[src/sv/rtt_pkg.sv]
// ----------------------------------------------------------------------------
// rtt_pkg
// Shared types, character codes and event codes of the record text tokenizer.
// ----------------------------------------------------------------------------
package rtt_pkg;

  localparam int LINE_BITS  = 16;
  localparam int LINE_OUT_W = 16;
  localparam int KEY_LEN    = 8;
  localparam int KEY_POS_W  = $clog2(KEY_LEN + 1);
  localparam int KEY_IDX_W  = $clog2(KEY_LEN);
  localparam int MAX_RES    = 3;
  localparam int RES_CNT_W  = $clog2(MAX_RES + 1);
  localparam int Q_DEPTH    = 4;
  localparam int Q_CNT_W    = $clog2(Q_DEPTH + 1);

  typedef enum logic [3:0] {
    EV_CHAR      = 4'd0,
    EV_WORD_END  = 4'd1,
    EV_KEY_END   = 4'd2,
    EV_LBRACE    = 4'd3,
    EV_RBRACE    = 4'd4,
    EV_LPAREN    = 4'd5,
    EV_RPAREN    = 4'd6,
    EV_COMMA     = 4'd7,
    EV_SEMI      = 4'd8,
    EV_EQUAL     = 4'd9,
    EV_INPUT_END = 4'd10
  } ev_code_t;

  localparam logic [7:0] CH_SPACE  = 8'h20;
  localparam logic [7:0] CH_TAB    = 8'h09;
  localparam logic [7:0] CH_NL     = 8'h0A;
  localparam logic [7:0] CH_QUOTE  = 8'h22;
  localparam logic [7:0] CH_BSLASH = 8'h5C;
  localparam logic [7:0] CH_LBRACE = 8'h7B;
  localparam logic [7:0] CH_RBRACE = 8'h7D;
  localparam logic [7:0] CH_LPAREN = 8'h28;
  localparam logic [7:0] CH_RPAREN = 8'h29;
  localparam logic [7:0] CH_COMMA  = 8'h2C;
  localparam logic [7:0] CH_SEMI   = 8'h3B;
  localparam logic [7:0] CH_EQUAL  = 8'h3D;

  // The keyword that gets its own end event.
  localparam logic [7:0] KEY_WORD [KEY_LEN] = '{
    8'h43, 8'h48, 8'h49, 8'h4C, 8'h44, 8'h52, 8'h45, 8'h4E
  };

  typedef struct packed {
    logic                  in_word;
    logic                  quoted;
    logic                  escaped;
    logic [7:0]            held_char;
    logic                  held_valid;
    logic [KEY_POS_W-1:0]  key_pos;
    logic                  key_miss;
    logic [LINE_BITS-1:0]  line;
  } lex_state_t;

  typedef struct packed {
    ev_code_t               ev;
    logic [7:0]             ch;
    logic [LINE_OUT_W-1:0]  line;
    logic                   last;
  } res_t;

  typedef struct packed {
    logic [RES_CNT_W-1:0]   cnt;
    res_t [MAX_RES-1:0]     res;
  } res_set_t;

  // Punctuation event of a character, EV_CHAR when it is not punctuation.
  function automatic ev_code_t punct_code(logic [7:0] c);
    ev_code_t code;
    case (c)
      CH_LBRACE: code = EV_LBRACE;
      CH_RBRACE: code = EV_RBRACE;
      CH_LPAREN: code = EV_LPAREN;
      CH_RPAREN: code = EV_RPAREN;
      CH_COMMA:  code = EV_COMMA;
      CH_SEMI:   code = EV_SEMI;
      CH_EQUAL:  code = EV_EQUAL;
      default:   code = EV_CHAR;
    endcase
    return code;
  endfunction

endpackage

[src/sv/rtt_if.sv]
// ----------------------------------------------------------------------------
// rtt_in_if / rtt_out_if
// Valid/ready channels carrying input characters and result events.
// ----------------------------------------------------------------------------
interface rtt_in_if;
  logic       valid;
  logic       ready;
  logic [7:0] byte_in;
  logic       end_mark;

  modport source (output valid, output byte_in, output end_mark, input ready);
  modport sink   (input valid, input byte_in, input end_mark, output ready);
endinterface

interface rtt_out_if;
  logic        valid;
  logic        ready;
  logic [3:0]  event_res;
  logic [7:0]  char_out;
  logic [15:0] line_count;
  logic        last;

  modport source (output valid, output event_res, output char_out,
                  output line_count, output last, input ready);
  modport sink   (input valid, input event_res, input char_out,
                  input line_count, input last, output ready);
endinterface

[src/sv/record_text_tokenizer.sv]
// ----------------------------------------------------------------------------
// record_text_tokenizer
// Streaming lexer for brace and paren record text, one character per cycle while the result queue has room.
// ----------------------------------------------------------------------------
// Usage:
//   in_ch carries one character (byte_in) or an end mark (end_mark) per
//   transaction. out_ch carries one event per transaction: a word character,
//   a word or keyword end, one of the seven punctuation tokens, or input end,
//   together with the current line number and a flag marking the final event
//   caused by the input transaction.
// Flow and throughput:
//   An accepted character is lexed in the cycle it is taken; its events go
//   into the result queue, which offers them on out_ch. Characters are taken
//   one per cycle while each produces at most one event and the receiver keeps
//   up; a character producing several events occupies the output for one
//   transaction per event, so the sustained rate is one transaction per cycle,
//   set by the single-event output port draining a four-entry result queue.
// Reset:
//   rst (synchronous) empties the result queue, places the lexer between
//   tokens and sets the line count to one.
// Stalls:
//   While out_ch is stalled, events wait in the queue; a further input
//   transaction is still taken while there is room for a full three-event result set.
// ----------------------------------------------------------------------------
module record_text_tokenizer
  import rtt_pkg::*;
(
  input logic        clk,
  input logic        rst,
  rtt_in_if.sink     in_ch,
  rtt_out_if.source  out_ch
);

  // Lexer state register: word flags, held-back character, keyword match
  // progress and the saturating line counter.
  lex_state_t st;
  lex_state_t st_next;
  res_set_t   res_set;
  res_t       head;
  logic       in_ready;
  logic       out_valid;
  logic       in_accept;

  assign in_accept   = in_ch.valid && in_ready;
  assign in_ch.ready = in_ready;

  // One pass of the lexer over the incoming character and current state.
  rtt_lex u_lex (
    .st       (st),
    .byte_in  (in_ch.byte_in),
    .end_mark (in_ch.end_mark),
    .st_next  (st_next),
    .res_set  (res_set)
  );

  always_ff @(posedge clk) begin
    if (rst) begin
      st.in_word    <= 1'b0;
      st.quoted     <= 1'b0;
      st.escaped    <= 1'b0;
      st.held_char  <= 8'h00;
      st.held_valid <= 1'b0;
      st.key_pos    <= '0;
      st.key_miss   <= 1'b0;
      st.line       <= LINE_BITS'(1);
    end else if (in_accept) begin
      st <= st_next;
    end
  end

  // The result queue decouples the lexer from a stalling receiver.
  rtt_outq u_outq (
    .clk       (clk),
    .rst       (rst),
    .load      (in_accept),
    .res_set   (res_set),
    .out_ready (out_ch.ready),
    .out_valid (out_valid),
    .head      (head),
    .in_ready  (in_ready)
  );

  assign out_ch.valid      = out_valid;
  assign out_ch.event_res  = head.ev;
  assign out_ch.char_out   = head.ch;
  assign out_ch.line_count = head.line;
  assign out_ch.last       = head.last;

endmodule

[src/sv/rtt_lex.sv]
// ----------------------------------------------------------------------------
// rtt_lex
// Combinational lexer step: next state and result events for one character.
// ----------------------------------------------------------------------------
module rtt_lex
  import rtt_pkg::*;
(
  input  lex_state_t st,
  input  logic [7:0] byte_in,
  input  logic       end_mark,
  output lex_state_t st_next,
  output res_set_t   res_set
);

  typedef struct packed {
    lex_state_t s;
    res_set_t   r;
  } work_t;

  function automatic work_t emit(work_t w, ev_code_t ev, logic [7:0] ch);
    work_t o;
    o = w;
    if (o.r.cnt < RES_CNT_W'(MAX_RES)) begin
      o.r.res[o.r.cnt].ev = ev;
      o.r.res[o.r.cnt].ch = ch;
      o.r.cnt = o.r.cnt + RES_CNT_W'(1);
    end
    return o;
  endfunction

  function automatic work_t clear_word(work_t w);
    work_t o;
    o = w;
    o.s.in_word    = 1'b0;
    o.s.quoted     = 1'b0;
    o.s.escaped    = 1'b0;
    o.s.held_char  = 8'h00;
    o.s.held_valid = 1'b0;
    o.s.key_pos    = '0;
    o.s.key_miss   = 1'b0;
    return o;
  endfunction

  function automatic work_t store_char(work_t w, logic [7:0] c);
    work_t o;
    o = w;
    if (o.s.held_valid) begin
      o = emit(o, EV_CHAR, o.s.held_char);
    end
    o.s.held_char  = c;
    o.s.held_valid = 1'b1;
    if (!o.s.key_miss) begin
      if (o.s.key_pos < KEY_POS_W'(KEY_LEN) &&
          c == KEY_WORD[o.s.key_pos[KEY_IDX_W-1:0]]) begin
        o.s.key_pos = o.s.key_pos + KEY_POS_W'(1);
      end else begin
        o.s.key_miss = 1'b1;
      end
    end
    return o;
  endfunction

  function automatic work_t end_word(work_t w);
    work_t o;
    o = w;
    if (o.s.held_valid && !(o.s.quoted && o.s.held_char == CH_QUOTE)) begin
      o = emit(o, EV_CHAR, o.s.held_char);
    end
    if (!o.s.key_miss && o.s.key_pos == KEY_POS_W'(KEY_LEN)) begin
      o = emit(o, EV_KEY_END, 8'h00);
    end else begin
      o = emit(o, EV_WORD_END, 8'h00);
    end
    return clear_word(o);
  endfunction

  function automatic work_t start_word(work_t w, logic [7:0] c);
    work_t o;
    o = clear_word(w);
    o.s.in_word = 1'b1;
    if (c == CH_QUOTE) begin
      o.s.quoted   = 1'b1;
      o.s.key_miss = 1'b1;
    end else begin
      o.s.escaped = (c == CH_BSLASH);
      o = store_char(o, c);
    end
    return o;
  endfunction

  function automatic work_t bump_line(work_t w);
    work_t o;
    o = w;
    if (o.s.line != '1) begin
      o.s.line = o.s.line + LINE_BITS'(1);
    end
    return o;
  endfunction

  work_t    w;
  logic     white;
  logic     closing;
  logic     done;
  ev_code_t pc;

  always_comb begin
    w       = '0;
    w.s     = st;
    white   = (byte_in == CH_SPACE) || (byte_in == CH_TAB) || (byte_in == CH_NL);
    pc      = punct_code(byte_in);
    closing = 1'b0;
    done    = 1'b0;

    if (end_mark) begin
      if (st.in_word) begin
        w = end_word(w);
      end
      w = emit(w, EV_INPUT_END, 8'h00);
    end else if (st.in_word) begin
      if (byte_in == CH_NL) begin
        w = bump_line(w);
      end
      if (!st.escaped && !st.quoted) begin
        if (white) begin
          w    = end_word(w);
          done = 1'b1;
        end else if (pc != EV_CHAR && pc != EV_EQUAL) begin
          w    = end_word(w);
          w    = emit(w, pc, 8'h00);
          done = 1'b1;
        end else if (byte_in == CH_QUOTE) begin
          w    = end_word(w);
          w    = start_word(w, byte_in);
          done = 1'b1;
        end
      end
      if (!done) begin
        closing = !st.escaped && st.quoted && (byte_in == CH_QUOTE);
        if (st.escaped) begin
          w.s.escaped = 1'b0;
          w = store_char(w, byte_in);
        end else if (byte_in == CH_BSLASH) begin
          w.s.escaped = 1'b1;
        end else begin
          w = store_char(w, byte_in);
        end
        if (closing) begin
          w = end_word(w);
        end
      end
    end else begin
      if (white) begin
        if (byte_in == CH_NL) begin
          w = bump_line(w);
        end
      end else if (pc != EV_CHAR) begin
        w = emit(w, pc, 8'h00);
      end else begin
        w = start_word(w, byte_in);
      end
    end

    // Every result of the item reports the line count after the item.
    for (int j = 0; j < MAX_RES; j++) begin
      w.r.res[j].line = LINE_OUT_W'(w.s.line);
      w.r.res[j].last = (w.r.cnt == RES_CNT_W'(j + 1));
    end
  end

  assign st_next = w.s;
  assign res_set = w.r;

endmodule

[src/sv/rtt_outq.sv]
// ----------------------------------------------------------------------------
// rtt_outq
// Result queue: takes up to three events at once and hands out one a cycle while out_ready is high.
// ----------------------------------------------------------------------------
module rtt_outq
  import rtt_pkg::*;
(
  input  logic     clk,
  input  logic     rst,
  input  logic     load,
  input  res_set_t res_set,
  input  logic     out_ready,
  output logic     out_valid,
  output res_t     head,
  output logic     in_ready
);

  res_t               q      [Q_DEPTH];
  res_t               q_next [Q_DEPTH];
  logic [Q_CNT_W-1:0] cnt;
  logic [Q_CNT_W-1:0] cnt_next;
  logic [Q_CNT_W-1:0] cnt_after;
  logic               pop;

  assign out_valid = (cnt != '0);
  assign pop       = out_valid && out_ready;
  assign cnt_after = cnt - Q_CNT_W'(pop);
  // A new item may need room for a full set of results.
  assign in_ready  = (cnt_after <= Q_CNT_W'(Q_DEPTH - MAX_RES));
  assign head      = q[0];

  always_comb begin
    q_next = q;
    if (pop) begin
      for (int k = 0; k < Q_DEPTH - 1; k++) begin
        q_next[k] = q[k + 1];
      end
    end
    if (load) begin
      for (int k = 0; k < Q_DEPTH; k++) begin
        for (int j = 0; j < MAX_RES; j++) begin
          if (RES_CNT_W'(j) < res_set.cnt &&
              (cnt_after + Q_CNT_W'(j)) == Q_CNT_W'(k)) begin
            q_next[k] = res_set.res[j];
          end
        end
      end
    end
    cnt_next = cnt_after + (load ? Q_CNT_W'(res_set.cnt) : Q_CNT_W'(0));
  end

  always_ff @(posedge clk) begin
    if (rst) begin
      cnt <= '0;
    end else begin
      cnt <= cnt_next;
    end
  end

  always_ff @(posedge clk) begin
    q <= q_next;
  end

endmodule

[src/flat_wrapper.sv]
// flat-port wrapper written by rule: the top's interface ports become plain ports
module record_text_tokenizer_flat import rtt_pkg::*;
  (clk, rst, in_ch_valid, in_ch_byte_in, in_ch_end_mark, in_ch_ready, out_ch_valid, out_ch_event_res, out_ch_char_out, out_ch_line_count, out_ch_last, out_ch_ready);
  rtt_in_if in_ch_i ();
  rtt_out_if out_ch_i ();
  input logic clk;
  input logic rst;
  input wire logic [$bits(in_ch_i.valid)-1:0] in_ch_valid;
  input wire logic [$bits(in_ch_i.byte_in)-1:0] in_ch_byte_in;
  input wire logic [$bits(in_ch_i.end_mark)-1:0] in_ch_end_mark;
  output wire logic [$bits(in_ch_i.ready)-1:0] in_ch_ready;
  output wire logic [$bits(out_ch_i.valid)-1:0] out_ch_valid;
  output wire logic [$bits(out_ch_i.event_res)-1:0] out_ch_event_res;
  output wire logic [$bits(out_ch_i.char_out)-1:0] out_ch_char_out;
  output wire logic [$bits(out_ch_i.line_count)-1:0] out_ch_line_count;
  output wire logic [$bits(out_ch_i.last)-1:0] out_ch_last;
  input wire logic [$bits(out_ch_i.ready)-1:0] out_ch_ready;
  assign in_ch_i.valid = in_ch_valid;
  assign in_ch_i.byte_in = in_ch_byte_in;
  assign in_ch_i.end_mark = in_ch_end_mark;
  assign in_ch_ready = in_ch_i.ready;
  assign out_ch_valid = out_ch_i.valid;
  assign out_ch_event_res = out_ch_i.event_res;
  assign out_ch_char_out = out_ch_i.char_out;
  assign out_ch_line_count = out_ch_i.line_count;
  assign out_ch_last = out_ch_i.last;
  assign out_ch_i.ready = out_ch_ready;
  record_text_tokenizer u_core (.clk(clk), .rst(rst), .in_ch(in_ch_i), .out_ch(out_ch_i));
endmodule
[config.mk]
export PLATFORM = sky130hd
export DESIGN_NAME = record_text_tokenizer_flat
export DESIGN_NICKNAME = d
export VERILOG_FILES = /design/src/sv/rtt_pkg.sv /design/src/sv/rtt_if.sv /design/src/sv/record_text_tokenizer.sv /design/src/sv/rtt_lex.sv /design/src/sv/rtt_outq.sv /design/src/flat_wrapper.sv
export SDC_FILE = /design/constraint.sdc
export NUM_CORES = 1
export LEC_CHECK = 0
export BUFFER_PORTS_ARGS = -buffer_cell sky130_fd_sc_hd__buf_4
export CORE_MARGIN = 2
export CORE_UTILIZATION = 63
export DETAILED_ROUTE_END_ITERATION = 10
export PLACE_DENSITY_LB_ADDON = 0.05
export SLEW_MARGIN = 25
export SYNTH_ARGS = -nofsm -noshare
export SYNTH_HDL_FRONTEND = slang
export SYNTH_SLANG_ARGS = --single-unit
[constraint.sdc]
create_clock -name clk -period 6.7 [get_ports clk]
set_input_delay 0.67 -clock clk [delete_from_list [all_inputs] [get_ports clk]]
set_output_delay 0.67 -clock clk [all_outputs]
set_load 0.01 [all_outputs]
==> results.cfg <==
[run_status]
status = completed

[synth]
synth-async-reset-ratio = 0
synth_cell_types = 80
yosysWarnings = 0
synth_area_leaders = dfxtp_1 28%, mux2i_1 16%, edfxtp_1 10%
post-synth-top-count-cell = mux2i_1
yosysSeqAreaShare = 0.382
synth_area_um2 = 8730
ys_ff_latch = 152
ys.flop_type = dfxtp_1
synth_edf_count = 29
synth_top_area_frac = 0.282
yosysTopAreaCell = dfxtp_1
syn_nets = 981
synth_cells = 955
synth_common_cells = 140 x mux2i_1, 123 x dfxtp_1, 99 x nor2_1
syn_avg_cell_area_um2 = 9.15

[floorplan]
die-width_um = 122
initial_core_util = 0.637
die_area_um2 = 14800
fp.dieH_um = 122
core_um2 = 13700
num_rows = 43
pin_count = 44

[detailed_routing]
vias = 7117
drt_iter0_drc = 572
viasPerCell = 6.26
antenna_left = 0
drc = 0
drt-pass1-iter-count = 5
avgRoutedWirePerCell_um = 18.7
wl_um = 21300

[pwr]
vdd_drop_max_v = 0.000380
p_switching_uw = 1660
seqPwrFrac = 0.333
clkPwrFrac = 0.226
power.total_uw = 4240
p_leak_uw = 0.00442
swShare = 0.392
p_comb_frac = 0.442
p_per_area_nw_per_um2 = 447
intPower_uw = 2580

[timing]
clock_skew_ps = 9.85
hold_ws_ps = 512
tightest_slew_ps = 928
hold_viol = 0
setup_viol = 0
drv_slew = 0
layout_setup_ws_ps = 2070
tns_ps = 0
min_period_over_period = 0.690
post-route-min-period_ps = 4630
rsz0062_at_grt = false
fmax_mhz = 216
slew_headroom = 0.382

[clock_tree]
post_cts_buffers = 0
clock_latency_ps = 430
cts_resized = 0
cts.sinks = 152
cts_root_buffer = clkbuf_16
hold_buffers = 0
cts_tree = done
numCtsBuffers = 17
cts_buffer_depth = 2
htree_levels = 4
clk_pin_slew_ps = 70

[global_routing]
grt_max_degree = 57
first_global_vias = 6920
grt_first_pass_wirelength_um = 34400
overflow = 0
grt_antenna_before_repair = 0
grtUsageTotal = 0.293

[layout]
register_area_um2 = 3330
fill_cells = 1109
area_delta_synth_final_pct = 8.62
diodes = 0
drive_above_1_share = 0.124
nNetsFinal = 970
multiInputGateArea_um2 = 4820

[critical_path]
worstSetupPathType = register to register
r2r_end = u_core.u_outq.q[21]$_DFFE_PP_
reg2regPathDepth = 13
startpoint_type = register
r2r_slack_ps = 2070
cp.arrival_ps = 4730
end_kind = register
rr_startpoint = u_core.u_outq.cnt[0]$_SDFF_PP0_
path_max_fanout = 33
critPathSlowestCell = o21a_1
worstPathCellList = or3_1, nand2_4, inv_1, ha_1, ha_1, inv_1, nor2_1, nand2_1, nand2_1, and2_1, buf_4, o21a_1, buf_4
required_ps = 6810
slowest_delay_ps = 580

[run]
max_cap_viol_count = 0

[place]
hpwl_um = 14900
dp_slack_ps = 2010
port_buffers = 43
place.gp.congestion = 0.972

[hold_path]
hold_start = u_core.st[20]$_SDFFE_PP0P_
holdPathStages = 2
holdPathEnd = u_core.st[20]$_SDFFE_PP0P_
hold_path_class = register to register
-- routing by layer --
metal / wire (um) / up-vias / track usage
met1: 9590 / 3390 / 0.389
met4: 541 / 0 / 0.105
met2: 10100 / 260 / 0.474
li1: - / 3423 / -
met5: 0 / - / 0
met3: 1080 / 44 / 0.0595
-- placed cells by master (no fill, tap or decap), types with 11 or more instances in the layout --
| cell | n |
|---|---|
| xor2_1 | 17 |
| buf_4 | 50 |
| nor3_1 | 14 |
| ha_1 | 12 |
| edfxtp_1 | 29 |
| and2_1 | 14 |
| nand2_1 | 72 |
| mux2i_1 | 140 |
| dfxtp_1 | 123 |
| clkbuf_16 | 17 |
| nor2_1 | 98 |
| xnor2_1 | 11 |
| a21oi_1 | 32 |
| a22oi_1 | 12 |
| o21ai_0 | 33 |
| a31oi_1 | 13 |
| o22ai_1 | 33 |
| inv_1 | 38 |
| nand3_1 | 20 |
-- state kept, by name, indices dropped and copies added, names as in the netlist --
signal and count:
u_core.st 33, u_core.u_outq.head 29, u_core.u_outq.q 87, u_core.u_outq.cnt 3
-- per-stage QoR --
stage               std cells   util  area [um^2]
finish                   1137  0.692         9490
global route             1137  0.692         9490
CTS                      1137  0.691         9480
detailed placement       1105  0.648         8890
global placement         1105  0.648         8890
floorplan                 955      -         8730
-- area by class of cell --
class | count | share of cell area
Timing Repair Buffer | 50 | 0.0396
Inverter | 38 | 0.0150
Multi-Input combinational cell | 685 | 0.508
Clock buffer | 18 | 0.0463
Clock inverter | 14 | 0.0161
Tap cell | 180 | 0.0237
Sequential cell | 152 | 0.351
-- worst max-delay path by stage --
stage	startpoint	to	slack, ps	cells after the start
2_1_floorplan	u_core.u_outq.cnt[0]$_SDFF_PP0_	u_core.u_outq.q[0]$_DFFE_PP_	2050	15
3_3_place_gp	out_ch_ready	u_core.u_outq.q[23]$_DFFE_PP_	2130	13
3_5_place_dp	out_ch_ready	u_core.u_outq.q[24]$_DFFE_PP_	2010	13
4_1_cts	u_core.u_outq.cnt[0]$_SDFF_PP0_	u_core.u_outq.q[21]$_DFFE_PP_	2020	13
5_1_grt	u_core.u_outq.cnt[0]$_SDFF_PP0_	u_core.u_outq.q[21]$_DFFE_PP_	1620	13
6_report	u_core.u_outq.cnt[0]$_SDFF_PP0_	u_core.u_outq.q[21]$_DFFE_PP_	2070	13
-- logic make-up (layout without fill, tap and decap cells) --
| kind of cell | count (synthesis) | count (layout) | share of synthesized area |
|---|---|---|---|
| flops | 152 | 152 | 0.382 |
| compound gates | 202 | 202 | 0.164 |
| mux | 144 | 144 | 0.166 |
| simple gates | 298 | 298 | 0.173 |
| fa+ha+maj | 13 | 13 | 0.0195 |
| buf+inv | 118 | 120 | 0.0683 |
| xor+xnor | 28 | 28 | 0.0281 |
-- critical path: cells and delay by family, from the launching register on --
kind                       cells  cell delay [ps]
AOI/OAI and AO/OA              1              580
and+or+nand+nor                6             1610
DFF                            1              310
buffers and inverters          4             1060
adders and majority gates      2              740
-- power by group through the flow --
stage                     registers, uW  clock network [uW]  logic (uW)
after global routing               1450                 998        2050
after global placement             1410                   0        1780
after CTS                          1410                 966        1860
final                              1410                 957        1870
after floorplan                    1380                   0        1500
after detailed placement           1430                   0        1850
Power figures use the tool's default switching activity.
